--- config.mk ---
export PLATFORM = sky130hd
export DESIGN_NAME = guest_time_counter_with_wall_offset_flat
export DESIGN_NICKNAME = d
export VERILOG_FILES = /design/src/hw/rtl/gtc_pkg.sv /design/src/hw/rtl/gtc_if.sv /design/src/hw/rtl/guest_time_counter_with_wall_offset.sv /design/src/hw/rtl/gtc_update.sv /design/src/flat_wrapper.sv
export SDC_FILE = /design/constraint.sdc
export NUM_CORES = 2
export LEC_CHECK = 0
export BUFFER_PORTS_ARGS = -buffer_cell sky130_fd_sc_hd__buf_4
export CORE_MARGIN = 5
export CORE_UTILIZATION = 45
export DETAILED_ROUTE_END_ITERATION = 8
export GPL_ROUTABILITY_DRIVEN = 0
export GPL_TIMING_DRIVEN = 1
export SLEW_MARGIN = 20
export SYNTH_ARGS = -nofsm -noshare
export SYNTH_HDL_FRONTEND = slang
export SYNTH_SLANG_ARGS = --single-unit
--- constraint.sdc ---
create_clock -name i_clk -period 12.5 [get_ports i_clk]
set_input_delay 1.25 -clock i_clk [delete_from_list [all_inputs] [get_ports i_clk]]
set_output_delay 1.25 -clock i_clk [all_outputs]
set_load 0.05 [all_outputs]
--- src/hw/rtl/gtc_pkg.sv ---
// Shared types, command codes and time arithmetic helpers for the guest time counter.
package gtc_pkg;

    localparam int TIME_W = 64;
    localparam int BOOT_W = 63;
    localparam int CMD_W  = 3;

    localparam logic [TIME_W-1:0] SIGN_BIT = {1'b1, {(TIME_W-1){1'b0}}};
    localparam logic [TIME_W-1:0] POS_MAX  = {1'b0, {(TIME_W-1){1'b1}}};
    localparam logic [TIME_W-1:0] ALL_ONES = {TIME_W{1'b1}};

    typedef enum logic [CMD_W-1:0] {
        CMD_READ     = 3'd0,
        CMD_TICK     = 3'd1,
        CMD_ADVANCE  = 3'd2,
        CMD_SET_WALL = 3'd3,
        CMD_RESTART  = 3'd4
    } t_cmd;

    typedef struct packed {
        logic [TIME_W-1:0] mono;
        logic [TIME_W-1:0] off;
    } t_time_state;

    // Saturating signed difference cal - mono, as a two's complement pattern.
    function automatic logic [TIME_W-1:0] form_offset(
        input logic [TIME_W-1:0] cal,
        input logic [TIME_W-1:0] mono
    );
        logic [TIME_W:0]   diff;
        logic [TIME_W-1:0] res;
        diff = {1'b0, cal} - {1'b0, mono};
        if (!diff[TIME_W]) begin
            res = diff[TIME_W-1] ? POS_MAX : diff[TIME_W-1:0];
        end else begin
            // negative: magnitude of 2^63 or more pins to the most negative value
            res = diff[TIME_W-1] ? diff[TIME_W-1:0] : SIGN_BIT;
        end
        return res;
    endfunction

    // Counter plus signed offset, clamped to 0 and to the all-ones value.
    function automatic logic [TIME_W-1:0] calendar_from(
        input logic [TIME_W-1:0] mono,
        input logic [TIME_W-1:0] off
    );
        logic [TIME_W:0]   sum;
        logic [TIME_W-1:0] res;
        sum = {1'b0, mono} + {1'b0, off};
        if (off[TIME_W-1]) begin
            res = sum[TIME_W] ? sum[TIME_W-1:0] : '0;
        end else begin
            res = sum[TIME_W] ? ALL_ONES : sum[TIME_W-1:0];
        end
        return res;
    endfunction

endpackage

--- src/hw/rtl/gtc_if.sv ---
// Valid/ready channel interfaces for command items and result items.
interface gtc_cmd_if import gtc_pkg::*; ();
    logic              valid;
    logic              ready;
    logic [CMD_W-1:0]  command;
    logic [TIME_W-1:0] operand_value;

    modport source (output valid, output command, output operand_value, input ready);
    modport sink   (input valid, input command, input operand_value, output ready);
endinterface

interface gtc_res_if import gtc_pkg::*; ();
    logic              valid;
    logic              ready;
    logic [TIME_W-1:0] monotonic_now;
    logic [TIME_W-1:0] calendar_now;
    logic [BOOT_W-1:0] boot_instant;

    modport source (output valid, output monotonic_now, output calendar_now,
                    output boot_instant, input ready);
    modport sink   (input valid, input monotonic_now, input calendar_now,
                    input boot_instant, output ready);
endinterface

--- src/hw/rtl/guest_time_counter_with_wall_offset.sv ---
// Guest time counter top level: state registers, result pipeline and configuration register.
// The block takes one command item per clock while ready and returns exactly one result item
// for each, via the stage 1 snapshot and result registers. The rate is set by the update of
// the counter and offset registers: every command needs at most one 64-bit add, compare or
// subtract against the current state, so the state loop is one register with combinational
// next-state logic. The calendar sum and its clamp run in a second stage on a snapshot of the
// updated state, and the result register decouples the output side so a new item is still
// taken while a finished result waits. The epoch register is written through
// i_cfg_we/i_cfg_wdata, only restart commands use it; write it while no items are in flight.
module guest_time_counter_with_wall_offset import gtc_pkg::*; (
    input  logic              i_clk,
    input  logic              i_rst_n,
    input  logic              i_cfg_we,
    input  logic [TIME_W-1:0] i_cfg_wdata,
    gtc_cmd_if.sink           i_cmd,
    gtc_res_if.source         o_res
);

    // Architectural state and the epoch register.
    t_time_state       r_state;
    t_time_state       n_state;
    logic [TIME_W-1:0] r_epoch;

    // Stage 1: snapshot of the state after the item's update.
    logic              r_s1_valid;
    t_time_state       r_s1_state;

    // Result register.
    logic              r_out_valid;
    logic [TIME_W-1:0] r_out_mono;
    logic [TIME_W-1:0] r_out_cal;
    logic [BOOT_W-1:0] r_out_boot;

    logic out_free;
    logic s1_move;
    logic s1_free;
    logic accept;

    // Advance a stage when the one after it is empty or draining this cycle.
    assign out_free = !r_out_valid || o_res.ready;
    assign s1_move  = r_s1_valid && out_free;
    assign s1_free  = !r_s1_valid || out_free;
    assign accept   = i_cmd.valid && s1_free;

    assign i_cmd.ready = s1_free;

    gtc_update u_update (
        .i_command (i_cmd.command),
        .i_operand (i_cmd.operand_value),
        .i_epoch   (r_epoch),
        .i_state   (r_state),
        .o_state   (n_state)
    );

    // Commit the update on accept, so the next item sees it in the following cycle.
    always_ff @(posedge i_clk) begin
        if (!i_rst_n) begin
            r_state <= '0;
            r_epoch <= '0;
        end else begin
            if (accept) begin
                r_state <= n_state;
            end
            if (i_cfg_we) begin
                r_epoch <= i_cfg_wdata;
            end
        end
    end

    always_ff @(posedge i_clk) begin
        if (!i_rst_n) begin
            r_s1_valid <= 1'b0;
        end else if (accept) begin
            r_s1_valid <= 1'b1;
        end else if (s1_move) begin
            r_s1_valid <= 1'b0;
        end
    end

    always_ff @(posedge i_clk) begin
        if (accept) begin
            r_s1_state <= n_state;
        end
    end

    // Form calendar time and boot instant from the snapshot.
    always_ff @(posedge i_clk) begin
        if (!i_rst_n) begin
            r_out_valid <= 1'b0;
        end else if (s1_move) begin
            r_out_valid <= 1'b1;
        end else if (o_res.ready) begin
            r_out_valid <= 1'b0;
        end
    end

    always_ff @(posedge i_clk) begin
        if (s1_move) begin
            r_out_mono <= r_s1_state.mono;
            r_out_cal  <= calendar_from(r_s1_state.mono, r_s1_state.off);
            r_out_boot <= r_s1_state.off[TIME_W-1] ? '0 : r_s1_state.off[BOOT_W-1:0];
        end
    end

    assign o_res.valid         = r_out_valid;
    assign o_res.monotonic_now = r_out_mono;
    assign o_res.calendar_now  = r_out_cal;
    assign o_res.boot_instant  = r_out_boot;

`ifndef SYNTH
    // A read item must leave the state untouched.
    a_read_holds: assert property (@(posedge i_clk) disable iff (!i_rst_n)
        accept && (i_cmd.command == CMD_READ) |=> $stable(r_state))
        else $error("read item changed the time state");

    // Restart loads the counter with the operand.
    a_restart_loads: assert property (@(posedge i_clk) disable iff (!i_rst_n)
        accept && (i_cmd.command == CMD_RESTART) |=>
            r_state.mono == $past(i_cmd.operand_value))
        else $error("restart did not load the counter");

    // A stalled stage 1 item must block new input.
    a_no_overrun: assert property (@(posedge i_clk) disable iff (!i_rst_n)
        r_s1_valid && !out_free |-> !i_cmd.ready)
        else $error("input taken while stage 1 is stalled");

    // A positive offset never puts calendar time below the counter.
    a_cal_not_below: assert property (@(posedge i_clk) disable iff (!i_rst_n)
        r_out_valid && (r_out_boot != '0) |-> r_out_cal >= r_out_mono)
        else $error("calendar time below counter with positive offset");
`endif

endmodule

--- src/hw/rtl/gtc_update.sv ---
// Next-state logic: applies one command to the counter and the calendar offset.
module gtc_update import gtc_pkg::*; (
    input  logic [CMD_W-1:0]  i_command,
    input  logic [TIME_W-1:0] i_operand,
    input  logic [TIME_W-1:0] i_epoch,
    input  t_time_state       i_state,
    output t_time_state       o_state
);

    always_comb begin
        o_state = i_state;
        unique case (i_command)
            CMD_TICK: begin
                o_state.mono = i_state.mono + i_operand;
            end
            CMD_ADVANCE: begin
                if (i_state.mono < i_operand) begin
                    o_state.mono = i_operand;
                end
            end
            CMD_SET_WALL: begin
                o_state.off = form_offset(i_operand, i_state.mono);
            end
            CMD_RESTART: begin
                o_state.mono = i_operand;
                o_state.off  = form_offset(i_epoch, i_operand);
            end
            default: begin
                // read and unused codes: hold
                o_state = i_state;
            end
        endcase
    end

endmodule
--- src/flat_wrapper.sv ---
// flat-port wrapper written by rule: the top's interface ports become plain ports
module guest_time_counter_with_wall_offset_flat import gtc_pkg::*;
  (i_clk, i_rst_n, i_cfg_we, i_cfg_wdata, i_cmd_valid, i_cmd_command, i_cmd_operand_value, i_cmd_ready, o_res_valid, o_res_monotonic_now, o_res_calendar_now, o_res_boot_instant, o_res_ready);
  gtc_cmd_if i_cmd_i ();
  gtc_res_if o_res_i ();
  input  logic i_clk;
  input  logic i_rst_n;
  input  logic i_cfg_we;
  input  logic [TIME_W-1:0] i_cfg_wdata;
  input wire logic [$bits(i_cmd_i.valid)-1:0] i_cmd_valid;
  input wire logic [$bits(i_cmd_i.command)-1:0] i_cmd_command;
  input wire logic [$bits(i_cmd_i.operand_value)-1:0] i_cmd_operand_value;
  output wire logic [$bits(i_cmd_i.ready)-1:0] i_cmd_ready;
  output wire logic [$bits(o_res_i.valid)-1:0] o_res_valid;
  output wire logic [$bits(o_res_i.monotonic_now)-1:0] o_res_monotonic_now;
  output wire logic [$bits(o_res_i.calendar_now)-1:0] o_res_calendar_now;
  output wire logic [$bits(o_res_i.boot_instant)-1:0] o_res_boot_instant;
  input wire logic [$bits(o_res_i.ready)-1:0] o_res_ready;
  assign i_cmd_i.valid = i_cmd_valid;
  assign i_cmd_i.command = i_cmd_command;
  assign i_cmd_i.operand_value = i_cmd_operand_value;
  assign i_cmd_ready = i_cmd_i.ready;
  assign o_res_valid = o_res_i.valid;
  assign o_res_monotonic_now = o_res_i.monotonic_now;
  assign o_res_calendar_now = o_res_i.calendar_now;
  assign o_res_boot_instant = o_res_i.boot_instant;
  assign o_res_i.ready = o_res_ready;
  guest_time_counter_with_wall_offset u_core (.i_clk(i_clk), .i_rst_n(i_rst_n), .i_cfg_we(i_cfg_we), .i_cfg_wdata(i_cfg_wdata), .i_cmd(i_cmd_i), .o_res(o_res_i));
endmodule
* Word-level counts from Yosys, hierarchy flattened *
Index checks and enable logic that the tools add are counted.

word-level totals
  bits in registers = 513
  output and inout bits = 193
  logic and storage cells = 43
  input port bits = 136

cells by class
  mux-type cells = 16
  eq/ne operators = 4
  reductions and logical operators = 8
  order comparisons = 1
  add/subtract/negate cells = 4

operator list
  kind                  count
  $mux W64              6
  $mux W63              4
  $pmux W64 S3          1
  $sub A64 B64 Y65      2
  $pmux W64 S2          1
  $add A64 B64 Y65      1
  $add A64 B64 Y64      1
  $lt A64 B64 Y1        1
  $eq A3 B2 Y1 const B  2
  $mux W1               4
  $reduce_bool A2 Y1    2
  $eq A3 B1 Y1 const B  1
  $eq A3 B3 Y1 const B  1
  $logic_and A1 B1 Y1   2
  $logic_not A1 Y1      2
  $logic_or A1 B1 Y1    2

* Depth between registers and ports, before layout *
  depth after elaboration = 5
  gate-level depth with buffers = 17
  depth with buffers taken out = 15

* Cells and area by module *
A second synthesis with hierarchy kept.

second synthesis, totals
  cell total of the unflattened synthesis = 4149
  area, all modules = 36198.5 µm²

modules (own cells, without submodules)
  module                               area an instance (µm²)  seq. area each (µm²)  cells an instance  times used
  guest_time_counter_with_wall_offset  21574.4                 13462.9               1835               1
  gtc_update                           14624.0                 0.0                   2314               1

* Least setup slack after synthesis *
OpenSTA, ideal clock, no wires.

  kind = input port to flip-flop
  from = input port o_res_ready
  to = register u_core.r_out_boot[0] (netlist: u_core.o_res.boot_instant[0]) (enable)
  data required time = 11.732 ns
  stages on the path = 2
  path buffers = 0
  arrival = 9.757 ns
  library setup time = 0.768 ns
  path slack = 1.975 ns
  cell sequence = nor2b_1 -> nor2b_1

on the way
  longest elaborated chain between the ends = 2

ends and longest elaborated chain
  element                   line                                        source
  start: declaration        flat_wrapper.sv:18                          input wire logic [$bits(o_res_i.ready)-1:0] o_res_ready;
  $logic_or A1 B1 Y1        guest_time_counter_with_wall_offset.sv:40   assign out_free = !r_out_valid || o_res.ready;
  $logic_and A1 B1 Y1       guest_time_counter_with_wall_offset.sv:41   assign s1_move = r_s1_valid && out_free;
  named net u_core.s1_move  guest_time_counter_with_wall_offset.sv:35   logic s1_move;
  end signal: assignment    guest_time_counter_with_wall_offset.sv:101  r_out_boot <= r_s1_state.off[TIME_W-1] ? '0 : r_s1_state.off[BOOT_W-1:0];
  end: declaration          guest_time_counter_with_wall_offset.sv:32   logic [BOOT_W-1:0] r_out_boot;

The timed path passes the listed nets, and every way through them passes these cells.
A chain may end at the register's enable or synchronous reset.

* Final worst setup path *
  from = input port i_cmd_operand_value[10]
  to = register u_core.r_state[61] (netlist bit)

on the way
  longest elaborated chain between the ends = 4
  elaborated cells on any way between the ends = 9
  classes of those cells = 2 x add/sub; 7 x mux

ends and longest elaborated chain
  element                      line                                       source
  start: declaration           flat_wrapper.sv:12                         input wire logic [$bits(i_cmd_i.operand_value)-1:0] i_cmd_operand_value;
  $sub A64 B64 Y65             gtc_pkg.sv:32                              diff = {1'b0, cal} - {1'b0, mono};
  $mux W63 (on tied branches)  gtc_pkg.sv:34, gtc_pkg.sv:37
  $mux W64                     gtc_pkg.sv:33                              if (!diff[TIME_W]) begin
  $pmux W64 S2 (*)             gtc_update.sv:12                           unique case (i_command)
  end signal: assignment       guest_time_counter_with_wall_offset.sv:62  r_state <= n_state;
  end: declaration             guest_time_counter_with_wall_offset.sv:20  t_time_state r_state;

Mark *: on every way between the ends. The rest lies on a longest branch, timed or not.

==> results by group <==
Run status
  • Status: complete, no violations

Yosys
  • Post-synthesis mux area share: 1.85%
  • Post-synth net total: 4,662
  • Syn Area/Cell: 8.64 sq um
  • Post-synth cell types: 101
  • Adder-cell share of the synthesized area: 9.26%
  • Mapped Area: 36,900 sq um
  • Number of synthesized flops with an enable pin: 319
  • Cells after Synth: 4,267
  • Simple-Gate Fraction of Synth Area: 15.5%
  • Most used DFF post-synth: edfxtp_1
  • Post-synthesis sequential area ratio: 36.5%
  • Largest family of logic cells by synthesized area: compound AO/OA/AOI/OAI gates
  • #FFs+latches synth: 513
  • Compound-Gate Fraction of Synth Area: 26.2%
  • FFs w/ async S/R, synth: 0%
  • Synthesis warning total: 0
  • Post-Synth XOR/XNOR Area: 5.42%

Hold path
  • Worst Hold Class: reg2reg
  • Hold path startpoint: u_core.r_s1_state[118]
  • Hold path depth: 0
  • Hold worst-path end: u_core.o_res.monotonic_now[54]

Die
  • Die area: 87,700 sq um
  • Starting Density: 45.1%
  • Io pins: 329
  • DIE HEIGHT: 296 um
  • Die width: 296 um
  • Cell row count: 105
  • Core Box Area: 81,700 sq um

Pwr
  • Switching Fraction: 37.4%
  • Switch Pwr: 2.26 mW
  • Logic pwr share: 34.7%
  • Leak: 17.2 nW
  • Power density cells: 144 nW/um^2
  • VDD IR-drop max: 97.2 uV
  • Power share of the sequential group: 35.2%
  • Cell Int Power: 3.78 mW
  • Clock power share: 30.1%

Detailed routing
  • Avg Vias per Cell: 6.17
  • Routed length per instance: 24.5 um
  • Iteration-0 DRC count of the detailed router: 3,988
  • Antenna violation net count after detailed routing: 0
  • Vias: 34,400
  • DRC viols: 0
  • Pre-Repair DR Iteration Count: 6
  • Drt total wl: 137,000 um

Worst setup path
  • Worst r2r path cells: 16
  • Crit path DAT: 6160 ps
  • Start of the worst register-to-register path: u_core.r_epoch[0]
  • Crit path kind: in2reg
  • Crit start category: input pin
  • Worst-path fanout max: 29
  • Reg-to-Reg End: u_core.r_state[61]
  • R2R setup slack: 7330 ps
  • CP Data Required Time: 13,050 ps
  • Crit end category: flip-flop

Timing
  • Tmin final: 5610 ps
  • Setup ws final: 6890 ps
  • RSZ-0062 raised after global routing: no
  • Final Skew: 30.7 ps
  • # setup viols final: 0
  • Setup TNS: 0 ps
  • Final slew viol count: 0
  • Peak Freq: 0.178 GHz
  • Worst-Margin Slew: 1180 ps
  • Final Hold Fails: 0
  • Worst slew margin: 20.6%
  • Fin crit share: 44.9%

Clock network
  • Clk sinks: 513
  • CTS tree: built
  • Post-CTS Resized: 0
  • Clk Latency, worst-skew pair: 650 ps
  • Post-CTS Setup Bufs: 0
  • CTS clk-pin slew, worst paths: 60 ps
  • # hold bufs at CTS: 0
  • CTS Buffer Depth: 3
  • CTS root buf: clkbuf_16
  • H-tree depth: 2
  • Num CTS Buffers: 57

Global route
  • GR Util All Layers: 29.7%
  • Pin count of the biggest net entering global routing: 100
  • First-pass GRT wire length: 201,000 um
  • Total gr overflow: 0
  • Initial antenna violation count: 13
  • Vias in the first global route: 31,900

Flow run
  • # Max-Cap Violations: 0

Final layout
  • Most frequent cells in the layout: a21oi_1 (506), buf_4 (363), nor2_1 (333)
  • Filler cell count: 7,793
  • P&R area growth vs syn: 14.2%
  • Most common cell after layout, fill and taps aside: a21oi_1
  • Share of cells above drive strength 1: 12.5%
  • Nets: 4,849

Place
  • DP HPWL: 106,000 um
  • Port Buffers: 328
  • Place WS: 6330 ps
[power groups by stage]
stage               clock network (mW)  registers [mW]  logic [mW]
finish                            1.82            2.13        2.10
global route                      1.92            2.14        2.25
CTS                               1.85            2.13        2.03
detailed placement                   0            2.16        2.03
global placement                     0            2.16        2.02
floorplan                            0            2.31        1.24
[logic make-up after synthesis]
logic type / count (synthesis)
AO/OA/AOI/OAI: 1501
AND/OR/NAND/NOR: 1193
flip-flops: 513
buffers and inverters: 491
adder cells (fa/ha/maj): 273
XOR/XNOR: 228
multiplexers: 68
[area by class of cell]
type	count	area, sq um	area share (%)
Antenna cell	3	7.51	0.0178
Clock buffer	78	1660	3.95
Clock inverter	29	373	0.886
Inverter	254	962	2.29
Multi-Input combinational cell	3263	21500	51.1
Sequential cell	513	13500	32.0
Tap cell	1070	1340	3.18
Timing Repair Buffer	365	2770	6.59
[cells in the mapped netlist (all sizes together) (62+ instances only)]
library cell / n / area (sq um)
nand2: 317 / 1190
edfxtp: 319 / 9580
dfxtp: 194 / 3880
nor3: 83 / 415
xor2: 62 / 543
nand3: 97 / 485
a21o: 99 / 743
a21oi: 506 / 2530
mux2i: 68 / 681
nor2: 340 / 1280
inv: 246 / 923
xnor2: 166 / 1450
ha: 255 / 3190
o21ai: 308 / 1540
clkbuf: 174 / 656
nor2b: 110 / 696
[worst max-delay path, stage by stage]
cell and delay (ps):
buf_4 110, inv_1 130, ha_1 440, nand2_1 110
o31ai_1 310, a32oi_1 100, a211oi_1 520, a22oi_1 300
o21ai_0 530, a21oi_1 280, nor4_4 960, or2_1 530
nor2_2 80, buf_4 260, a31oi_1 210
[registers in the layout, indices dropped and copies added (netlist names)]
name,cells
u_core.r_s1_state,128
u_core.o_res.calendar_now,64
u_core.r_epoch,64
u_core.o_res.valid,1
u_core.r_s1_valid,1
u_core.o_res.monotonic_now,64
u_core.r_state,128
u_core.o_res.boot_instant,63
[metal layers]
metal  share of wire (%)  track usage (%)
met1                  44             43.8
met2                  40             41.9
met3                  12             9.16
met4                 3.3             8.49
met5               0.028                0
[worst max-delay path by stage]
stage | startpoint | to | slack [ps] | cells after the start
detailed placement | i_cmd_operand_value[10] | u_core.r_state[61] | 6330 | 15
global placement | i_cmd_operand_value[10] | u_core.r_state[17] | 6430 | 15
CTS | i_cmd_operand_value[10] | u_core.r_state[61] | 7000 | 15
finish | i_cmd_operand_value[10] | u_core.r_state[61] | 6890 | 15
floorplan | o_res_ready | u_core.o_res.boot_instant[0] | 1970 | 2
global route | i_cmd_operand_value[10] | u_core.r_state[61] | 6700 | 15
[metrics by stage]
step	cells	hold WS [ps]	utilization (%)	power, mW	instance area [sq um]
after detailed placement	5464	446	49.0	4.19	40000
after floorplan	4267	431	-	3.54	36900
after global routing	5574	472	51.5	6.31	42100
after CTS	5571	461	51.5	6.02	42100
final	5575	458	51.5	6.05	42100
after global placement	5463	443	48.9	4.18	40000
(Power assumes the default switching activity.)
